**config.mk**
```make
export PLATFORM = sky130hd
export DESIGN_NAME = api_frame_deframer_unit
export DESIGN_NICKNAME = d
export VERILOG_FILES = /design/src/afd_pkg.sv /design/src/api_frame_deframer_unit.sv
export SDC_FILE = /design/constraint.sdc
export NUM_CORES = 1
export LEC_CHECK = 0
export BUFFER_PORTS_ARGS = -buffer_cell sky130_fd_sc_hd__buf_2
export CAP_MARGIN = 20
export CORE_MARGIN = 2
export CORE_UTILIZATION = 45
export DETAILED_ROUTE_END_ITERATION = 8
export PLACE_DENSITY = 0.63
export RECOVER_POWER = 25
export SLEW_MARGIN = 20
export SYNTH_ARGS = -nofsm -noshare
export SYNTH_HDL_FRONTEND = slang
export SYNTH_SLANG_ARGS = --single-unit
export TNS_END_PERCENT = 1
```
**constraint.sdc**
```tcl
create_clock -name clk -period 4.05 [get_ports clk]
set_input_delay 1.215 -clock clk [delete_from_list [all_inputs] [get_ports clk]]
set_output_delay 1.215 -clock clk [all_outputs]
set_load 0.01 [all_outputs]
```
**src/afd_pkg.sv**
```systemverilog
// Package for the frame deframer: phase type, result kinds, delimiter and checksum constants.
// No dependencies. Imported by api_frame_deframer_unit.
package afd_pkg;

	typedef enum logic [2:0] {
		PH_HUNT    = 3'd0,
		PH_LEN_HI  = 3'd1,
		PH_LEN_LO  = 3'd2,
		PH_TYPE    = 3'd3,
		PH_PAYLOAD = 3'd4,
		PH_CHECK   = 3'd5
	} phase_t;

	localparam logic [2:0] K_TYPE = 3'd0;
	localparam logic [2:0] K_DATA = 3'd1;
	localparam logic [2:0] K_GOOD = 3'd2;
	localparam logic [2:0] K_BAD  = 3'd3;
	localparam logic [2:0] K_DROP = 3'd4;

	localparam logic [7:0]  DELIM_BYTE = 8'h7E;
	localparam logic [7:0]  SUM_GOOD   = 8'hFF;
	localparam logic [15:0] LEN_HI_MASK = 16'hFF00;

	typedef struct packed {
		logic [2:0]  kind;
		logic [7:0]  value;
		logic [15:0] byte_index;
		logic [15:0] payload_length;
	} result_t;

endpackage

```
**src/api_frame_deframer_unit.sv**
```systemverilog
// Delimited length/checksum frame deframer: phase machine plus two-entry result queue.
// Latency: with the result queue empty, a result is offered on out_valid the cycle after
// its byte is accepted; otherwise it waits behind the results already queued.
// Throughput: one byte per cycle unless both queue entries are full (in_ready low); the
// two-entry result queue keeps input flowing while one result waits.
// Reset (arst_n low, asynchronous): hunting for delimiter, counters cleared, queue empty.
// Depends on afd_pkg.
module api_frame_deframer_unit
	import afd_pkg::*;
(
	input  logic        clk,
	input  logic        arst_n,
	input  logic        in_valid,
	output logic        in_ready,
	input  logic [7:0]  rx_byte,
	output logic        out_valid,
	input  logic        out_ready,
	output logic [2:0]  kind,
	output logic [7:0]  value,
	output logic [15:0] byte_index,
	output logic [15:0] payload_length
);

	phase_t      phase_q, phase_d;
	logic [15:0] length_q, length_d;
	logic [7:0]  sum_q, sum_d;
	logic [15:0] count_q, count_d;

	logic        has_result;
	result_t     res;
	logic [15:0] full_len;
	logic [15:0] count_inc;
	logic [7:0]  sum_add;

	logic        accept, push, pop;
	logic [1:0]  fill_q;
	result_t     head_q, tail_q;

	assign accept    = in_valid && in_ready;
	assign in_ready  = (fill_q != 2'd2);
	assign full_len  = length_q | {8'd0, rx_byte};
	assign count_inc = count_q + 16'd1;
	assign sum_add   = sum_q + rx_byte;

	// next state
	always_comb begin
		phase_d  = phase_q;
		length_d = length_q;
		sum_d    = sum_q;
		count_d  = count_q;
		case (phase_q)
			PH_LEN_HI: begin
				length_d = {rx_byte, 8'd0} & LEN_HI_MASK;
				phase_d  = PH_LEN_LO;
			end
			PH_LEN_LO: begin
				if (full_len == 16'd0) begin
					length_d = 16'd0;
					phase_d  = PH_HUNT;
				end else begin
					length_d = full_len - 16'd1;
					phase_d  = PH_TYPE;
				end
			end
			PH_TYPE: begin
				sum_d   = rx_byte;
				count_d = 16'd0;
				phase_d = (length_q == 16'd0) ? PH_CHECK : PH_PAYLOAD;
			end
			PH_PAYLOAD: begin
				sum_d   = sum_add;
				count_d = count_inc;
				if (count_inc >= length_q) phase_d = PH_CHECK;
			end
			PH_CHECK: begin
				sum_d   = sum_add;
				phase_d = PH_HUNT;
			end
			default: begin
				// unused codes behave as hunting
				if (rx_byte == DELIM_BYTE) begin
					phase_d = PH_LEN_HI;
					sum_d   = 8'd0;
					count_d = 16'd0;
				end else begin
					phase_d = PH_HUNT;
				end
			end
		endcase
	end

	// result for the current byte
	always_comb begin
		has_result = 1'b0;
		res        = '0;
		case (phase_q)
			PH_LEN_LO: begin
				if (full_len == 16'd0) begin
					has_result = 1'b1;
					res.kind   = K_DROP;
				end
			end
			PH_TYPE: begin
				has_result         = 1'b1;
				res.kind           = K_TYPE;
				res.value          = rx_byte;
				res.payload_length = length_q;
			end
			PH_PAYLOAD: begin
				has_result         = 1'b1;
				res.kind           = K_DATA;
				res.value          = rx_byte;
				res.byte_index     = count_q;
				res.payload_length = length_q;
			end
			PH_CHECK: begin
				has_result         = 1'b1;
				res.kind           = (sum_add == SUM_GOOD) ? K_GOOD : K_BAD;
				res.payload_length = length_q;
			end
			default: begin
				has_result = 1'b0;
			end
		endcase
	end

	always_ff @(posedge clk or negedge arst_n) begin
		if (!arst_n) begin
			phase_q  <= PH_HUNT;
			length_q <= 16'd0;
			sum_q    <= 8'd0;
			count_q  <= 16'd0;
		end else if (accept) begin
			phase_q  <= phase_d;
			length_q <= length_d;
			sum_q    <= sum_d;
			count_q  <= count_d;
		end
	end

	assign push = accept && has_result;
	assign pop  = out_valid && out_ready;

	// two-entry result queue, head drives the outputs
	always_ff @(posedge clk or negedge arst_n) begin
		if (!arst_n) begin
			fill_q <= 2'd0;
		end else begin
			case (fill_q)
				2'd0: if (push) fill_q <= 2'd1;
				2'd1: begin
					if (push && !pop) fill_q <= 2'd2;
					else if (pop && !push) fill_q <= 2'd0;
				end
				2'd2: if (pop) fill_q <= 2'd1;
				default: fill_q <= 2'd0;
			endcase
		end
	end

	always_ff @(posedge clk) begin
		case (fill_q)
			2'd0: if (push) head_q <= res;
			2'd1: begin
				if (push && pop) head_q <= res;
				else if (push) tail_q <= res;
			end
			2'd2: if (pop) head_q <= tail_q;
			default: head_q <= res;
		endcase
	end

	assign out_valid      = (fill_q != 2'd0);
	assign kind           = head_q.kind;
	assign value          = head_q.value;
	assign byte_index     = head_q.byte_index;
	assign payload_length = head_q.payload_length;

	a_fill_range: assert property (@(posedge clk) disable iff (!arst_n)
		fill_q != 2'd3)
		else $error("result queue fill out of range");

	a_type_result: assert property (@(posedge clk) disable iff (!arst_n)
		(accept && phase_q == PH_TYPE) |=> out_valid)
		else $error("type byte produced no result");

	a_count_bound: assert property (@(posedge clk) disable iff (!arst_n)
		(phase_q == PH_PAYLOAD) |-> (count_q < length_q))
		else $error("payload count passed frame length");

	a_out_kind: assert property (@(posedge clk) disable iff (!arst_n)
		out_valid |-> (kind == K_TYPE || kind == K_DATA || kind == K_GOOD ||
			kind == K_BAD || kind == K_DROP))
		else $error("invalid result kind offered");

endmodule
```
Word-level counts from Yosys, hierarchy flattened
Index checks and enable logic that the tools add are counted.
{ "op_classes": {"addsub": 3, "magnitude_cmp": 1, "eq_ne": 15, "muxes": 28, "n_bitwise": 4, "n_reduce_logical": 27} }
{ "op_table": {"columns": ["operator", "n"], "rows": [
  ["2-to-1 mux 43 bit", 3],
  ["one-hot mux 43 bit (3 select lines)", 1],
  ["2-to-1 mux 16 bit", 4],
  ["one-hot mux 16 bit (3 select lines)", 1],
  ["logical NOT 16 bit", 2],
  ["one-hot mux 16 bit (2 select lines)", 1],
  ["one-hot mux 8 bit (3 select lines)", 1],
  ["adder 16 x 1 -> 16 bit (second input constant)", 1],
  [">= comparator 16 bit", 1],
  ["2-to-1 mux 8 bit", 2],
  ["bitwise OR 16 x 8 -> 16 bit", 1],
  ["subtractor 16 x 1 -> 16 bit (second input constant)", 1],
  ["one-hot mux 3 bit (5 select lines)", 1],
  ["AND reduction 3 bit", 5],
  ["2-to-1 mux 2 bit", 5],
  ["inequality test 2 bit (second input constant)", 5],
  ["one-hot mux 3 bit (3 select lines)", 1],
  ["adder 8 bit", 1],
  ["equality test 8 x 7 -> 1 bit (second input constant)", 1],
  ["equality test 8 bit (second input constant)", 1],
  ["equality test 3 x 2 -> 1 bit (second input constant)", 2],
  ["equality test 3 bit (second input constant)", 2],
  ["logical AND 1 bit", 6],
  ["2-to-1 mux 3 bit", 2],
  ["other kinds (15)", 27]
]} }
{ "totals": {"reg_bits": 131, "inputBits": 12, "output_inout_bits": 45, "word_cells": 91} }

Depth between registers and ports, before layout
{ "depth": {"depth_word": 10, "ltp_mapped": 14, "ltp_nobuf": 13} }

Worst setup path before layout
Ideal clock, no wire load.
{ "synth_timing": {"path_type": "input -> register", "startpoint": "input rx_byte[6]", "endpoint": "register head_q, in the netlist byte_index[0] (enable)", "setup_time_ns": 0.403, "arrival_ns": 3.828, "t_required_ns": 3.647, "slack_ns": -0.181, "stages": 9, "n_path_buf": 2, "path_cell_list": "buf_2 nor4_2 and4_1 buf_2 nand4_1 a21oi_1 ha_1 mux2_2 o22a_1"} }
{ "synth_via": {"elab_chain_cells": 8, "elab_cells_between_ends": 9, "cone_classes": "eq/ne (2); mux (2); bitwise (1); reduce/logical (4)"} }
{ "synth_lines": {"columns": ["item", "line", "text"], "rows": [
  ["start, declared", "api_frame_deframer_unit.sv:15", "input logic [7:0] rx_byte,"],
  ["bitwise OR 16 x 8 -> 16 bit *", "api_frame_deframer_unit.sv:41", "assign full_len = length_q | {8'd0, rx_byte};"],
  ["logical NOT 16 bit *", "api_frame_deframer_unit.sv:98", "if (full_len == 16'd0) begin"],
  ["2-to-1 mux 1 bit *", "api_frame_deframer_unit.sv:98", null],
  ["one-hot mux 1 bit (2 select lines) *", "api_frame_deframer_unit.sv:96", "case (phase_q)"],
  ["logical AND 1 bit *", "api_frame_deframer_unit.sv:141", "assign push = accept && has_result;"],
  ["logical AND 1 bit", "api_frame_deframer_unit.sv:165", "if (push && pop) head_q <= res;"],
  ["inequality test 2 bit (no line)", null, null],
  ["AND reduction 3 bit (no line) *", null, null],
  ["end signal, assigned", "api_frame_deframer_unit.sv:165", null],
  ["end signal, assigned", "api_frame_deframer_unit.sv:168", "2'd2: if (pop) head_q <= tail_q;"],
  ["end signal, assigned", "api_frame_deframer_unit.sv:169", "default: head_q <= res;"],
  ["end, declared", "api_frame_deframer_unit.sv:37", "result_t head_q, tail_q;"]
]} }
Mark *: on every way between the ends. The rest lies on a longest branch, timed or not.
A chain may end at the register's enable or synchronous reset.

Final worst setup path
{ "layout_timing": {"startpoint": "register count_q[1]", "endpoint": "register phase_q[2]"} }
{ "layout_via": {"elab_chain_cells": 4} }
{ "layout_lines": {"columns": ["item", "line", "text"], "rows": [
  ["start, declared", "api_frame_deframer_unit.sv:27", "logic [15:0] count_q, count_d;"],
  ["start signal, assigned", "api_frame_deframer_unit.sv:137", "count_q <= count_d;"],
  ["adder 16 x 1 -> 16 bit", "api_frame_deframer_unit.sv:42", "assign count_inc = count_q + 16'd1;"],
  [">= comparator 16 bit", "api_frame_deframer_unit.sv:73", "if (count_inc >= length_q) phase_d = PH_CHECK;"],
  ["inequality test 2 bit (no line)", null, null],
  ["AND reduction 2 bit (no line)", null, null],
  ["end signal, assigned", "api_frame_deframer_unit.sv:134", "phase_q <= phase_d;"],
  ["end, declared", "api_frame_deframer_unit.sv:24", "phase_t phase_q, phase_d;"]
]} }
Every way passes these cells.

==> flow_summary.yaml <==
run_status:
  status: "finished, violations left"
  violations: "capacitance limit, slew limit"
timing:
  max_freq_ghz: 0.292
  worst_pin_slew_ps: 2660
  slew_headroom: -0.773
  period_share: 0.846
  slew_violations: 46
  finalHoldViolCount: 0
  setup_viol: 0
  fin_crit_ps: 3430
  grt_setup_unrepaired: "false"
  fin_ws_ps: 624
  fin_skew_ps: 8.74
layout:
  layout-drive-gt1-share: 0.234
  regArea_mm2: 0.00371
  final_nets: 700
  antenna_cells: 0
  multi_input_area_mm2: 0.00286
  area_growth_pct: 16.2
  fillCellCount: 1253
synth:
  synth_edf_count: 86
  avgSynthCellArea_um2: 11.3
  synth_common_cells: "edfxtp_1 (86), nor2_1 (52), mux2_2 (48)"
  synth-main-ff-cell: "edfxtp_1"
  ys_top_cells_by_area: "edfxtp_1 (38%), dfrtp_1 (17%), mux2_2 (8.0%)"
  ys_seq_area_frac: 0.547
  synthArstFlopShare: 0.344
  ys_types: 54
  ys_ff_latch: 131
  yosysWarningCount: 0
  synth_area_mm2: 0.00678
  yosysMostFrequentCell: "edfxtp_1"
  postSynthCellCount: 598
  synth_top_area_frac: 0.381
  yosysTopAreaCell: "edfxtp_1"
  syn_nets: 639
power:
  power_mw: 4.46
  peakVddDrop_mv: 0.308
  powerDensity_mw_per_mm2: 566
  leakage_nw: 3.13
die:
  boundaryPins: 57
  initial_utilization: 0.463
  core_mm2: 0.0146
  die_x_um: 127
  fp.dieH_um: 127
  dieArea_mm2: 0.0161
  num_rows: 44
setup_path:
  worstSetupPathType: "flip-flop to flip-flop"
  arrival_ps: 3730
  crit_fanout: 7
  crit_required_ps: 4350
  worstSetupStartpointType: "flip-flop"
  r2r_setup_slack_ps: 620
  end_kind: "flip-flop"
clocking:
  clk_latency_ps: 420
  cts_root_buffer: "clkbuf_16"
  path_clk_slew_ps: 50
  htreeDepth: 4
  cts_buffers: 17
  cts_setup_buffers: 0
  numClockSinks: 131
  clockBufferDepth: 2
  cts_tree: "done"
  cts_hold_buf: 0
  cts_resized: 0
global_route:
  grt_pass1_vias: 4929
  antenna_found_initial: 0
  grt_max_degree: 46
  grt_usage: 0.203
  grt_remaining_overflow: 0
  grt_pass1_wl_um: 25400
hold_path:
  hold_class: "flip-flop to flip-flop"
flow_run:
  cap_viol_max_count: 1
placed_design:
  place.gp.congestion: 0.890
  post-place-ws_ps: 292
  dp_hpwl_um: 10800
  io_buffers: 56
route:
  wl_per_cell_um: 18.0
  vias_per_cell: 5.67
  drt_iter0_drc: 342
  ant_nets: 0
  num_vias: 4850
  drc_errors: 0
  wl_um: 15400
  dr.pass1.iters: 5
## stage by stage
step                      setup TNS, ps  std cells  hold slack (ps)  instance area [µm²]   util
after global routing                  0        856              544                 7880  0.538
after CTS                             0        856              520                 7890  0.539
after detailed placement              0        824              507                 7310  0.499
after global placement                0        824              501                 7310  0.499
final                                 0        856              517                 7880  0.538
after floorplan                   -5120        598              468                 6780      -
## critical path, cell delays in order, from the launching register on
cell and delay [ps]:
dfrtp_1 410, ha_1 270, nand4_1 180, nor2_1 230, and3_1 330, nand3_1 170
xnor2_1 220, ha_1 280, nand2_1 60, nor2_1 40, a2111oi_0 270, o21ai_1 110
a32oi_1 350, mux2_2 380
## placed cells by master (no fill, tap or decap), types with 5 or more instances in the layout
cell / instances
edfxtp_1: 86
buf_2: 55
nor2_1: 52
mux2_2: 48
dfrtp_1: 45
nand2_1: 40
o21ai_1: 33
a21oi_1: 32
ha_1: 28
inv_1: 26
and2_0: 18
o21ai_0: 17
clkbuf_16: 17
xnor2_1: 14
nand3_1: 11
nand4_1: 10
buf_4: 10
nor4_1: 8
xor2_1: 7
clkbuf_1: 7
o22ai_1: 6
a32oi_1: 6
and3_1: 5
nand2b_1: 5
and2_1: 5
nor3_1: 5
a22oi_1: 5
## cell families after synthesis
| logic type | after synthesis | share of synthesized area |
|---|---|---|
| buf+inv | 56 | 0.0321 |
| compound gates | 131 | 0.121 |
| fa+ha+maj | 29 | 0.0546 |
| simple gates | 178 | 0.132 |
| mux | 52 | 0.0856 |
| flops | 131 | 0.547 |
| xor+xnor | 21 | 0.0271 |
## layout make-up
class,count,area share
Multi-Input combinational cell,411,0.362
Timing Repair Buffer,70,0.0510
Inverter,28,0.0133
Clock inverter,11,0.0175
Clock buffer,21,0.0559
Sequential cell,131,0.471
Tap cell,184,0.0292
## state kept, by name, indices dropped and copies added (netlist names)
signal,flops
phase_q,3
fill_q,2
sum_q,8
count_q,16
kind,3
length_q,16
tail_q,43
value,8
payload_length,16
byte_index,16
## metal layers
layer,wire length (µm),track usage
met5,0,0
met3,742,0.0422
met2,7370,0.324
met4,445,0.0899
met1,6820,0.270
## where the power goes
part	leakage, nW	internal (mW)	total (mW)	switching, mW
Sequential	1.35	1.62	1.80	0.177
Clock	0.278	0.960	1.51	0.553
Combinational	1.50	0.435	1.15	0.714
## path summary, 6_finish.rpt
kind | startpoint | endpoint | depth (start not counted)
max in group asynchronous | arst_n | count_q[15] | 1
min | length_q[15] | length_q[15] | 2
min reg2reg | length_q[15] | length_q[15] | 2
max | count_q[1] | phase_q[2] | 13
max reg2reg | count_q[1] | phase_q[2] | 13
min in group asynchronous | arst_n | sum_q[3] | 1
Power figures use the tool's default switching activity.
